--- config.mk ---
export PLATFORM = sky130hd
export DESIGN_NAME = tcp_connection_state_machine
export DESIGN_NICKNAME = d
export VERILOG_FILES = /design/src/rtl/tcpcsm_pkg.sv /design/src/rtl/tcpcsm_in_reg.sv /design/src/rtl/tcpcsm_engine.sv /design/src/rtl/tcpcsm_out_queue.sv /design/src/rtl/tcp_connection_state_machine.sv
export SDC_FILE = /design/constraint.sdc
export NUM_CORES = 2
export LEC_CHECK = 0
export ABC_AREA = 0
export CAP_MARGIN = 0
export CORE_UTILIZATION = 45
export DETAILED_ROUTE_END_ITERATION = 12
export DONT_BUFFER_PORTS = 1
export PLACE_DENSITY = 0.61
export SLEW_MARGIN = 25
export SYNTH_ARGS = -nofsm -noshare
export SYNTH_HDL_FRONTEND = slang
export SYNTH_SLANG_ARGS = --single-unit
--- constraint.sdc ---
create_clock -name clk -period 9.4 [get_ports clk]
set_input_delay 0.47 -clock clk [delete_from_list [all_inputs] [get_ports clk]]
set_output_delay 0.47 -clock clk [all_outputs]
set_load 0.02 [all_outputs]
--- src/rtl/tcpcsm_pkg.sv ---
package tcpcsm_pkg;

  typedef enum logic [3:0] {
    ST_CLOSED      = 4'd0,
    ST_LISTEN      = 4'd1,
    ST_SYN_SENT    = 4'd2,
    ST_SYN_RCVD    = 4'd3,
    ST_ESTABLISHED = 4'd4,
    ST_FIN_WAIT_1  = 4'd5,
    ST_FIN_WAIT_2  = 4'd6,
    ST_CLOSING     = 4'd7,
    ST_TIME_WAIT   = 4'd8,
    ST_CLOSE_WAIT  = 4'd9,
    ST_LAST_ACK    = 4'd10
  } tcp_state_t;

  typedef enum logic [2:0] {
    MODE_SEGMENT = 3'd0,
    MODE_CONNECT = 3'd1,
    MODE_CLOSE   = 3'd2,
    MODE_SEND    = 3'd3,
    MODE_LISTEN  = 3'd4
  } mode_t;

  localparam logic [7:0] FLAG_FIN = 8'h01;
  localparam logic [7:0] FLAG_SYN = 8'h02;
  localparam logic [7:0] FLAG_RST = 8'h04;
  localparam logic [7:0] FLAG_PSH = 8'h08;
  localparam logic [7:0] FLAG_ACK = 8'h10;

  localparam logic [15:0] RX_WINDOW_RESET = 16'hFFFF;

  typedef struct packed {
    logic [2:0]  mode;
    logic [31:0] seq_num;
    logic [31:0] ack_num;
    logic [7:0]  seg_flags;
    logic [15:0] data_bytes;
    logic [31:0] peer_addr;
    logic [15:0] peer_port;
    logic [31:0] initial_seq;
  } item_t;

  typedef struct packed {
    logic        is_segment;
    logic [31:0] out_seq;
    logic [31:0] out_ack;
    logic [7:0]  out_flags;
    logic [15:0] out_window;
    logic [15:0] payload_len;
    logic [31:0] dest_addr;
    logic [15:0] dest_port;
    tcp_state_t  conn_state;
    logic        notify_app;
    logic        last;
  } result_t;

endpackage

--- src/rtl/tcpcsm_in_reg.sv ---
module tcpcsm_in_reg import tcpcsm_pkg::*; (
  input  logic  clk,
  input  logic  rst,
  input  logic  in_valid,
  output logic  in_stall,
  input  item_t in_item,
  input  logic  take,
  output logic  q_valid,
  output item_t q_item
);

  logic accept;

  // register frees up in the same cycle its request is taken
  assign in_stall = q_valid && !take;
  assign accept   = in_valid && !in_stall;

  always_ff @(posedge clk) begin
    if (rst) begin
      q_valid <= 1'b0;
    end else if (accept) begin
      q_valid <= 1'b1;
    end else if (take) begin
      q_valid <= 1'b0;
    end
  end

  always_ff @(posedge clk) begin
    if (accept) begin
      q_item <= in_item;
    end
  end

endmodule

--- src/rtl/tcpcsm_engine.sv ---
module tcpcsm_engine import tcpcsm_pkg::*; (
  input  logic        clk,
  input  logic        rst,
  input  logic        cfg_wr_en,
  input  logic [15:0] cfg_wr_data,
  input  item_t       item,
  input  logic        fire,
  output logic [1:0]  res_cnt,
  output result_t     res0,
  output result_t     res1
);

  typedef struct packed {
    logic        seg;
    logic [31:0] seq;
    logic [31:0] ack;
    logic [7:0]  flags;
    logic [15:0] win;
    logic [15:0] plen;
  } hdr_t;

  tcp_state_t  st, state_next;
  logic [31:0] sn, sn_next;
  logic [31:0] rn, rn_next;
  logic [31:0] una, una_next;
  logic [31:0] raddr, raddr_next;
  logic [15:0] rport, rport_next;
  logic [15:0] win;

  logic        f_fin, f_syn, f_rst, f_ack;
  logic        ack_ok, len_nz, seq_ok, fin_taken, est_go;
  logic [31:0] len32, seq_p1, rn_len, rn_a, rn_b;
  hdr_t        h0, h1;
  logic [1:0]  nseg;
  logic        wake;

  function automatic hdr_t mk_hdr(logic [31:0] s, logic [31:0] a, logic [7:0] f,
                                  logic [15:0] w, logic [15:0] p);
    hdr_t h;
    h.seg   = 1'b1;
    h.seq   = s;
    h.ack   = a;
    h.flags = f;
    h.win   = w;
    h.plen  = p;
    return h;
  endfunction

  assign f_fin  = |(item.seg_flags & FLAG_FIN);
  assign f_syn  = |(item.seg_flags & FLAG_SYN);
  assign f_rst  = |(item.seg_flags & FLAG_RST);
  assign f_ack  = |(item.seg_flags & FLAG_ACK);
  assign ack_ok = f_ack && (item.ack_num == sn);
  assign len_nz = item.data_bytes != 16'd0;
  assign seq_ok = item.seq_num == rn;
  assign len32  = {16'd0, item.data_bytes};
  assign seq_p1 = item.seq_num + 32'd1;
  assign rn_len = rn + len32;

  // fin wait states: fin moves rcv_nxt to seq+1, payload is then added unchecked
  always_comb begin
    fin_taken = 1'b0;
    if (st == ST_FIN_WAIT_1) begin
      fin_taken = f_ack ? (ack_ok && f_fin) : f_fin;
    end else if (st == ST_FIN_WAIT_2) begin
      fin_taken = f_fin;
    end
  end
  assign rn_a = fin_taken ? seq_p1 : rn;
  assign rn_b = rn_a + len32;

  assign est_go = (st == ST_ESTABLISHED) || ((st == ST_SYN_RCVD) && ack_ok && len_nz);

  // next connection state
  always_comb begin
    state_next = st;
    unique case (item.mode)
      MODE_SEGMENT: begin
        if (f_rst) begin
          state_next = ST_CLOSED;
        end else begin
          unique case (st)
            ST_LISTEN: begin
              if (f_syn) state_next = ST_SYN_RCVD;
            end
            ST_SYN_SENT: begin
              if (f_syn && f_ack) begin
                if (item.ack_num == sn) state_next = ST_ESTABLISHED;
              end else if (f_syn) begin
                state_next = ST_SYN_RCVD;
              end
            end
            ST_SYN_RCVD: begin
              if (ack_ok) begin
                if (len_nz && seq_ok && f_fin) state_next = ST_CLOSE_WAIT;
                else                           state_next = ST_ESTABLISHED;
              end
            end
            ST_ESTABLISHED: begin
              if (f_fin && (!len_nz || seq_ok)) state_next = ST_CLOSE_WAIT;
            end
            ST_FIN_WAIT_1: begin
              if (f_ack) begin
                if (ack_ok) state_next = f_fin ? ST_TIME_WAIT : ST_FIN_WAIT_2;
              end else if (f_fin) begin
                state_next = ST_CLOSING;
              end
            end
            ST_FIN_WAIT_2: begin
              if (f_fin) state_next = ST_TIME_WAIT;
            end
            ST_CLOSING: begin
              if (ack_ok) state_next = ST_TIME_WAIT;
            end
            ST_LAST_ACK: begin
              if (ack_ok) state_next = ST_CLOSED;
            end
            default: ;
          endcase
        end
      end
      MODE_CONNECT: state_next = ST_SYN_SENT;
      MODE_CLOSE: begin
        unique case (st)
          ST_CLOSED, ST_LISTEN, ST_SYN_SENT: state_next = ST_CLOSED;
          ST_SYN_RCVD, ST_ESTABLISHED:       state_next = ST_FIN_WAIT_1;
          ST_CLOSE_WAIT:                     state_next = ST_LAST_ACK;
          default: ;
        endcase
      end
      MODE_LISTEN: state_next = ST_LISTEN;
      default: ;
    endcase
  end

  // sequence numbers, peer and emitted headers
  always_comb begin
    sn_next    = sn;
    rn_next    = rn;
    una_next   = una;
    raddr_next = raddr;
    rport_next = rport;
    h0         = '0;
    h1         = '0;
    nseg       = 2'd0;
    wake       = 1'b0;
    unique case (item.mode)
      MODE_SEGMENT: begin
        if (f_rst) begin
          wake = 1'b1;
        end else begin
          unique case (st)
            ST_CLOSED: begin
              // reset reply, window zero
              nseg = 2'd1;
              if (f_ack) begin
                h0 = mk_hdr(item.ack_num, 32'd0, FLAG_RST, 16'd0, 16'd0);
              end else begin
                h0 = mk_hdr(32'd0, item.seq_num + len32 + {31'd0, f_syn},
                            FLAG_RST | FLAG_ACK, 16'd0, 16'd0);
              end
            end
            ST_LISTEN: begin
              if (f_syn) begin
                rn_next    = seq_p1;
                sn_next    = item.initial_seq + 32'd1;
                raddr_next = item.peer_addr;
                rport_next = item.peer_port;
                h0         = mk_hdr(item.initial_seq, seq_p1, FLAG_SYN | FLAG_ACK, win, 16'd0);
                nseg       = 2'd1;
              end
            end
            ST_SYN_SENT: begin
              if (f_syn && f_ack) begin
                if (item.ack_num == sn) begin
                  una_next = item.ack_num;
                  rn_next  = seq_p1;
                  h0       = mk_hdr(item.ack_num, seq_p1, FLAG_ACK, win, 16'd0);
                  nseg     = 2'd1;
                  wake     = 1'b1;
                end
              end else if (f_syn) begin
                // simultaneous open: syn already took one number
                rn_next = seq_p1;
                h0      = mk_hdr(sn - 32'd1, seq_p1, FLAG_SYN | FLAG_ACK, win, 16'd0);
                nseg    = 2'd1;
              end
            end
            ST_SYN_RCVD, ST_ESTABLISHED: begin
              if ((st == ST_SYN_RCVD) && ack_ok) begin
                una_next = item.ack_num;
                wake     = 1'b1;
              end
              if (est_go) begin
                if (len_nz) begin
                  if (!seq_ok) begin
                    h0   = mk_hdr(sn, rn, FLAG_ACK, win, 16'd0);
                    nseg = 2'd1;
                  end else begin
                    wake = 1'b1;
                    h0   = mk_hdr(sn, rn_len, FLAG_ACK, win, 16'd0);
                    if (f_fin) begin
                      rn_next = rn_len + 32'd1;
                      h1      = mk_hdr(sn, rn_len + 32'd1, FLAG_ACK, win, 16'd0);
                      nseg    = 2'd2;
                    end else begin
                      rn_next = rn_len;
                      nseg    = 2'd1;
                    end
                  end
                end else if (f_fin) begin
                  rn_next = rn + 32'd1;
                  h0      = mk_hdr(sn, rn + 32'd1, FLAG_ACK, win, 16'd0);
                  nseg    = 2'd1;
                  wake    = 1'b1;
                end
              end
            end
            ST_FIN_WAIT_1, ST_FIN_WAIT_2: begin
              if ((st == ST_FIN_WAIT_1) && ack_ok) una_next = item.ack_num;
              rn_next = len_nz ? rn_b : rn_a;
              wake    = len_nz;
              nseg    = {1'b0, fin_taken} + {1'b0, len_nz};
              h0      = fin_taken ? mk_hdr(sn, rn_a, FLAG_ACK, win, 16'd0)
                                  : mk_hdr(sn, rn_b, FLAG_ACK, win, 16'd0);
              h1      = mk_hdr(sn, rn_b, FLAG_ACK, win, 16'd0);
            end
            ST_CLOSING: begin
              if (ack_ok) una_next = item.ack_num;
            end
            ST_TIME_WAIT: begin
              if (f_fin) begin
                h0   = mk_hdr(sn, rn, FLAG_ACK, win, 16'd0);
                nseg = 2'd1;
              end
            end
            ST_LAST_ACK: begin
              if (ack_ok) begin
                una_next = item.ack_num;
                wake     = 1'b1;
              end
            end
            default: ;
          endcase
        end
      end
      MODE_CONNECT: begin
        raddr_next = item.peer_addr;
        rport_next = item.peer_port;
        sn_next    = item.initial_seq + 32'd1;
        h0         = mk_hdr(item.initial_seq, 32'd0, FLAG_SYN, win, 16'd0);
        nseg       = 2'd1;
      end
      MODE_CLOSE: begin
        if (st == ST_SYN_RCVD || st == ST_ESTABLISHED || st == ST_CLOSE_WAIT) begin
          h0      = mk_hdr(sn, rn, FLAG_FIN | FLAG_ACK, win, 16'd0);
          nseg    = 2'd1;
          sn_next = sn + 32'd1;
        end
      end
      MODE_SEND: begin
        h0      = mk_hdr(sn, rn, FLAG_PSH | FLAG_ACK, win, item.data_bytes);
        nseg    = 2'd1;
        sn_next = sn + len32;
      end
      default: ;
    endcase
  end

  // build the results; a lone wake-up becomes one result without a segment
  always_comb begin
    res_cnt = (wake && nseg == 2'd0) ? 2'd1 : nseg;

    res0.is_segment  = h0.seg;
    res0.out_seq     = h0.seq;
    res0.out_ack     = h0.ack;
    res0.out_flags   = h0.flags;
    res0.out_window  = h0.win;
    res0.payload_len = h0.plen;
    res0.dest_addr   = raddr_next;
    res0.dest_port   = rport_next;
    res0.conn_state  = state_next;
    res0.last        = res_cnt == 2'd1;
    res0.notify_app  = wake && (res_cnt == 2'd1);

    res1.is_segment  = h1.seg;
    res1.out_seq     = h1.seq;
    res1.out_ack     = h1.ack;
    res1.out_flags   = h1.flags;
    res1.out_window  = h1.win;
    res1.payload_len = h1.plen;
    res1.dest_addr   = raddr_next;
    res1.dest_port   = rport_next;
    res1.conn_state  = state_next;
    res1.last        = 1'b1;
    res1.notify_app  = wake;
  end

  always_ff @(posedge clk) begin
    if (rst) begin
      st    <= ST_CLOSED;
      sn    <= '0;
      rn    <= '0;
      una   <= '0;
      raddr <= '0;
      rport <= '0;
    end else if (fire) begin
      st    <= state_next;
      sn    <= sn_next;
      rn    <= rn_next;
      una   <= una_next;
      raddr <= raddr_next;
      rport <= rport_next;
    end
  end

  always_ff @(posedge clk) begin
    if (rst) begin
      win <= RX_WINDOW_RESET;
    end else if (cfg_wr_en) begin
      win <= cfg_wr_data;
    end
  end

endmodule

--- src/rtl/tcpcsm_out_queue.sv ---
module tcpcsm_out_queue import tcpcsm_pkg::*; (
  input  logic       clk,
  input  logic       rst,
  input  logic [1:0] push_cnt,
  input  result_t    res0,
  input  result_t    res1,
  output logic [1:0] free,
  output logic       out_valid,
  input  logic       out_stall,
  output result_t    head
);

  result_t    slot0, slot1, slot0_next, slot1_next;
  logic [1:0] cnt, cnt_next, base;
  logic       pop;

  assign out_valid = cnt != 2'd0;
  assign head      = slot0;
  assign pop       = out_valid && !out_stall;
  assign free      = 2'd2 - cnt + {1'b0, pop};
  assign base      = cnt - {1'b0, pop};
  assign cnt_next  = base + push_cnt;

  // head always sits in slot0, entries shift down on a pop
  always_comb begin
    slot0_next = pop ? slot1 : slot0;
    slot1_next = slot1;
    if (push_cnt != 2'd0) begin
      if (base == 2'd0) begin
        slot0_next = res0;
        slot1_next = res1;
      end else begin
        slot1_next = res0;
      end
    end
  end

  always_ff @(posedge clk) begin
    if (rst) begin
      cnt <= 2'd0;
    end else begin
      cnt <= cnt_next;
    end
  end

  always_ff @(posedge clk) begin
    slot0 <= slot0_next;
    slot1 <= slot1_next;
  end

endmodule

--- src/rtl/tcp_connection_state_machine.sv ---
// State machine of one TCP connection.
// Input channel (in_valid / in_stall) carries one event per request: an arriving
// segment header, or a connect, close, send-data or listen command. Output channel
// (out_valid / out_stall) returns zero to two results per request, in order; a
// result is a header to transmit or a bare application wake-up, and 'last' marks
// the final result of a request. cfg_wr_en / cfg_wr_data write the advertised
// receive window; write it only while no request is in flight.
// A request lands in the input register and is evaluated combinationally against
// the connection registers; its results are written into a two-entry result queue
// whose head drives the output. Results leave at one per cycle while out_stall is
// low, and a new request is accepted as soon as the pending one is evaluated.
// When the receiver stalls, the queue holds its results; once it has no room for
// the pending request, in_stall rises and holds the input register.
// Reset: state CLOSED, sequence numbers and peer cleared, window 65535, queue empty.
module tcp_connection_state_machine import tcpcsm_pkg::*; (
  input  logic        clk,
  input  logic        rst,
  input  logic        cfg_wr_en,
  input  logic [15:0] cfg_wr_data,
  input  logic        in_valid,
  output logic        in_stall,
  input  logic [2:0]  mode,
  input  logic [31:0] seq_num,
  input  logic [31:0] ack_num,
  input  logic [7:0]  seg_flags,
  input  logic [15:0] data_bytes,
  input  logic [31:0] peer_addr,
  input  logic [15:0] peer_port_in,
  input  logic [31:0] initial_seq,
  output logic        out_valid,
  input  logic        out_stall,
  output logic        is_segment,
  output logic [31:0] out_seq,
  output logic [31:0] out_ack,
  output logic [7:0]  out_flags,
  output logic [15:0] out_window,
  output logic [15:0] payload_len,
  output logic [31:0] dest_addr,
  output logic [15:0] dest_port,
  output logic [3:0]  conn_state,
  output logic        notify_app,
  output logic        last
);

  item_t      in_item, q_item;
  logic       q_valid, fire;
  logic [1:0] res_cnt, free, push_cnt;
  result_t    res0, res1, head;

  always_comb begin
    in_item.mode        = mode;
    in_item.seq_num     = seq_num;
    in_item.ack_num     = ack_num;
    in_item.seg_flags   = seg_flags;
    in_item.data_bytes  = data_bytes;
    in_item.peer_addr   = peer_addr;
    in_item.peer_port   = peer_port_in;
    in_item.initial_seq = initial_seq;
  end

  // evaluate only when the queue can hold every result of the request
  assign fire     = q_valid && (res_cnt <= free);
  assign push_cnt = fire ? res_cnt : 2'd0;

  tcpcsm_in_reg u_in_reg (
    .clk      (clk),
    .rst      (rst),
    .in_valid (in_valid),
    .in_stall (in_stall),
    .in_item  (in_item),
    .take     (fire),
    .q_valid  (q_valid),
    .q_item   (q_item)
  );

  tcpcsm_engine u_engine (
    .clk         (clk),
    .rst         (rst),
    .cfg_wr_en   (cfg_wr_en),
    .cfg_wr_data (cfg_wr_data),
    .item        (q_item),
    .fire        (fire),
    .res_cnt     (res_cnt),
    .res0        (res0),
    .res1        (res1)
  );

  tcpcsm_out_queue u_out_queue (
    .clk       (clk),
    .rst       (rst),
    .push_cnt  (push_cnt),
    .res0      (res0),
    .res1      (res1),
    .free      (free),
    .out_valid (out_valid),
    .out_stall (out_stall),
    .head      (head)
  );

  assign is_segment  = head.is_segment;
  assign out_seq     = head.out_seq;
  assign out_ack     = head.out_ack;
  assign out_flags   = head.out_flags;
  assign out_window  = head.out_window;
  assign payload_len = head.payload_len;
  assign dest_addr   = head.dest_addr;
  assign dest_port   = head.dest_port;
  assign conn_state  = head.conn_state;
  assign notify_app  = head.notify_app;
  assign last        = head.last;

endmodule

==> summary.md <==
| Metric | Value |
|---|---|
| Status | completed |
| Post-synth ARST share | 0% |
| Worst slack at placement | 2.471 ns |
| Synth Net Count | 4,621 |
| Reg2Reg Launch Point | u_engine.rn[26] |
| Via count | 36,332 |
| Layout net count | 4,630 |
| Initial Util | 45.74% |
| PwrDens | 235.6 nW/um2 |
| Clock transition at the registers of the reported paths | 0.07 ns |
| RSZ-0062 raised after global routing | false |
| DRC errors left | 0 |
| WS Path Type | reg2reg |
| Vias in the first global route | 33,021 |
| Syn Area/Cell | 9.031 um2 |
| Share of layout cells above drive strength 1 | 10.31% |
| CTS root buffer | clkbuf_16 |
| Postcts setup bufs | 0 |
| Crit path arrival time | 7.91 ns |
| Post-Layout Cell Count | 5,561 |
| Input/output buffers | 0 |
| Placed insts | 5,221 |
| Detailed Place HPWL | 105,700 um |
| Setup TNS | 0 ns |
| Reg2Reg Depth | 17 |
| Die X | 297.3 um |
| Startpoint types | flip-flop |
| Worst skew pair latency | 0.66 ns |
| Synth Cell Area | 39,250 um2 |
| FF+latch count, synth | 617 |
| Total global-route track usage | 33.26% |
| Setup slack after layout | 2.041 ns |
| Max_cap viols | 0 |
| Final setup viols | 0 |
| FF-to-FF End | u_out_queue.head[125] |
| Setup crit end kind | flip-flop |
| Final Skew | 0.02238 ns |
| CP endpoint | u_out_queue.head[125] |
| Critical Path RT | 9.95 ns |
| Fmax | 135.9 MHz |
| HP Class | in2reg |
| R2R Setup Slk | 2.04 ns |
| Post-CTS Resized | 0 |
| Instance count of the mapped netlist | 4,346 |
| Hold Fails Final Rpt | 0 |
| Initial antenna violation count | 4 |
| Clock Tree Buf Depth | 3 |
| Ys Warns | 0 |
| I/O pin cnt | 353 |
| Worst Tran Pin Value | 1.229 ns |
| RD Place Congestion | 1.014 |
| Share of the synthesized area in the top cell type | 24.71% |
| Worst vdd ir | 276.3 uV |
| Routed len/inst | 27.44 um |
| CP Max Fanout | 88 |
| Final period util | 78.29% |
| Post-synth EDFFs | 323 |
| Remaining Overflow, GRT | 0 |
| DRT antenna net count | 0 |
| Sink Count | 617 |
| Util after Layout | 51.91% |
| Pre-antenna DRT Iters | 9 |
| Post-Route WL | 152,600 um |
| Synth top cells by count | nand2_1, edfxtp_1, nor2_1 |
| Routed vias/inst | 6.533 |
| Synth area leaders | edfxtp_1, dfxtp_1, xnor2_1 |
| TritonCTS clock tree | done |
| Commonest register cell after synthesis | edfxtp_1 |
| Die area | 88,410 um2 |
| Cell with the most instances after synthesis | nand2_1 |
| Area Overhead vs Synth | 13.49% |
| P_leak | 15.26 nW |
| H-tree depth | 3 |
| Core ar. | 85,820 um2 |
| Post-layout min period | 7.359 ns |
| Sequential-to-total area share from yosys stat | 39.71% |
| # rows | 107 |
| Largest net degree at the start of global routing | 103 |
| DRT iter0 DRCs | 5,032 |
| Worst setup path start | u_engine.rn[26] |
| Headroom to the max-slew limit | 15.98% |
| Die H | 297.3 um |
| Distinct cells, synth | 100 |
| First-pass GRT wire length | 223,400 um |
| Dominant cell type by area after synthesis | edfxtp_1 |
| CTS buffer count | 73 |
| Max-slew violations | 0 |
## sequential cells by signal, indices dropped and copies added, names as in the netlist, named ones only
| name | flops |
|---|---|
| u_engine.win | 16 |
| u_out_queue.cnt | 2 |
| u_engine.rn | 31 |
| u_in_reg.q_valid | 1 |
| u_engine.rport | 16 |
| u_in_reg.q_item | 167 |
| u_engine.raddr | 32 |
| u_out_queue.head | 159 |
| u_engine.st | 4 |
| u_out_queue.slot1 | 156 |
| u_engine.sn | 32 |
## critical path, stage by stage (launching register included)
cell and delay, ns:
dfxtp_1 0.82, xnor2_1 0.25, nand4_1 0.13, nor4_1 0.63
and2_1 0.75, nand3_1 0.27, a2111oi_0 0.95, o211ai_1 0.28
nor2_1 0.32, ha_1 0.20, nor2b_1 0.04, o21ai_0 0.26
nand2_1 0.37, nor2_1 0.33, o31a_4 0.65, buf_12 0.54
a21boi_1 0.25, a21oi_1 0.08
## how the worst min path moves through the flow
| stage | cells after the start | start | slack [ns] | endpoint |
|---|---|---|---|---|
| floorplan | 2 | u_engine.win[0] | 0.46 | u_engine.win[0] |
| global placement | 2 | u_engine.win[14] | 0.47 | u_engine.win[14] |
| detailed placement | 2 | u_engine.win[13] | 0.48 | u_out_queue.head[83] |
| CTS | 3 | rst | 0.04 | u_engine.rn[22] |
| global route | 3 | rst | 0.08 | u_engine.rn[27] |
| finish | 3 | rst | 0.08 | u_engine.rn[27] |
## cells by family (layout without fill, tap and decap cells)
group           after synthesis  count (layout)  share of synthesized area [%]
flops                       617             617                          39.71
mux                         134             134                          3.430
buf+inv                     466             534                          4.979
compound gates             1368            1368                          24.94
simple gates               1392            1392                          17.78
xor+xnor                    286             286                          6.420
fa+ha+maj                    83              83                          2.742
other cells                   0               3                              0
## stage by stage
step	hold WS [ns]	total power [W]	instance area [um2]
2_1_floorplan	0.4561	0.006500	39250
3_3_place_gp	0.4717	0.007432	40020
3_5_place_dp	0.4768	0.007493	40020
4_1_cts	0.04202	0.01051	44520
5_1_grt	0.08219	0.01095	44550
6_report	0.08054	0.01050	44550
## power breakdown
group | switching, W | total, W | internal (W)
registers | 0.000988 | 0.00447 | 0.00348
logic | 0.00196 | 0.00311 | 0.00115
clock network | 0.00121 | 0.00292 | 0.00171
total | 0.00417 | 0.0105 | 0.00633
## what timing repair did
item	4_1_cts	5_1_grt
endpoints found under the setup margin	0	0
hold endpoints to repair	284	0
hold buffers	202	0
## metal layers
layer	track usage, %	wire length (um)
met1	46.72	64570
met2	47.82	62930
met3	9.582	18630
met4	12.89	6468
met5	0	0
## cell usage in the layout (no fill, tap or decap), drive strengths merged, types with 15 or more instances in the layout
cell type,count
a211oi,199
a21boi,15
a21o,34
a21oi,348
a221oi,50
a222oi,39
a22oi,32
a311oi,15
a31oi,50
and2,148
and3,54
and4,19
buf,96
clkbuf,94
clkinv,25
dfxtp,294
dlygate4sd3,201
edfxtp,323
ha,78
inv,106
mux2i,130
nand2,365
nand2b,22
nand3,123
nand4,93
nor2,304
nor2b,28
nor3,98
nor4,57
o211ai,54
o21a,37
o21ai,279
o221ai,15
o22ai,32
o31ai,16
or3,30
xnor2,206
xor2,80
## cell type report
type | count | area (um2)
Timing Repair Buffer | 297 | 2804
Sequential cell | 617 | 15580
Antenna cell | 3 | 7.507
Fill cell | 7920 | 41270
Clock inverter | 40 | 475.5
Inverter | 103 | 394.1
Tap cell | 1144 | 1431
Clock buffer | 94 | 1986
Multi-Input combinational cell | 3263 | 21860
Power figures use the tool's default switching activity.
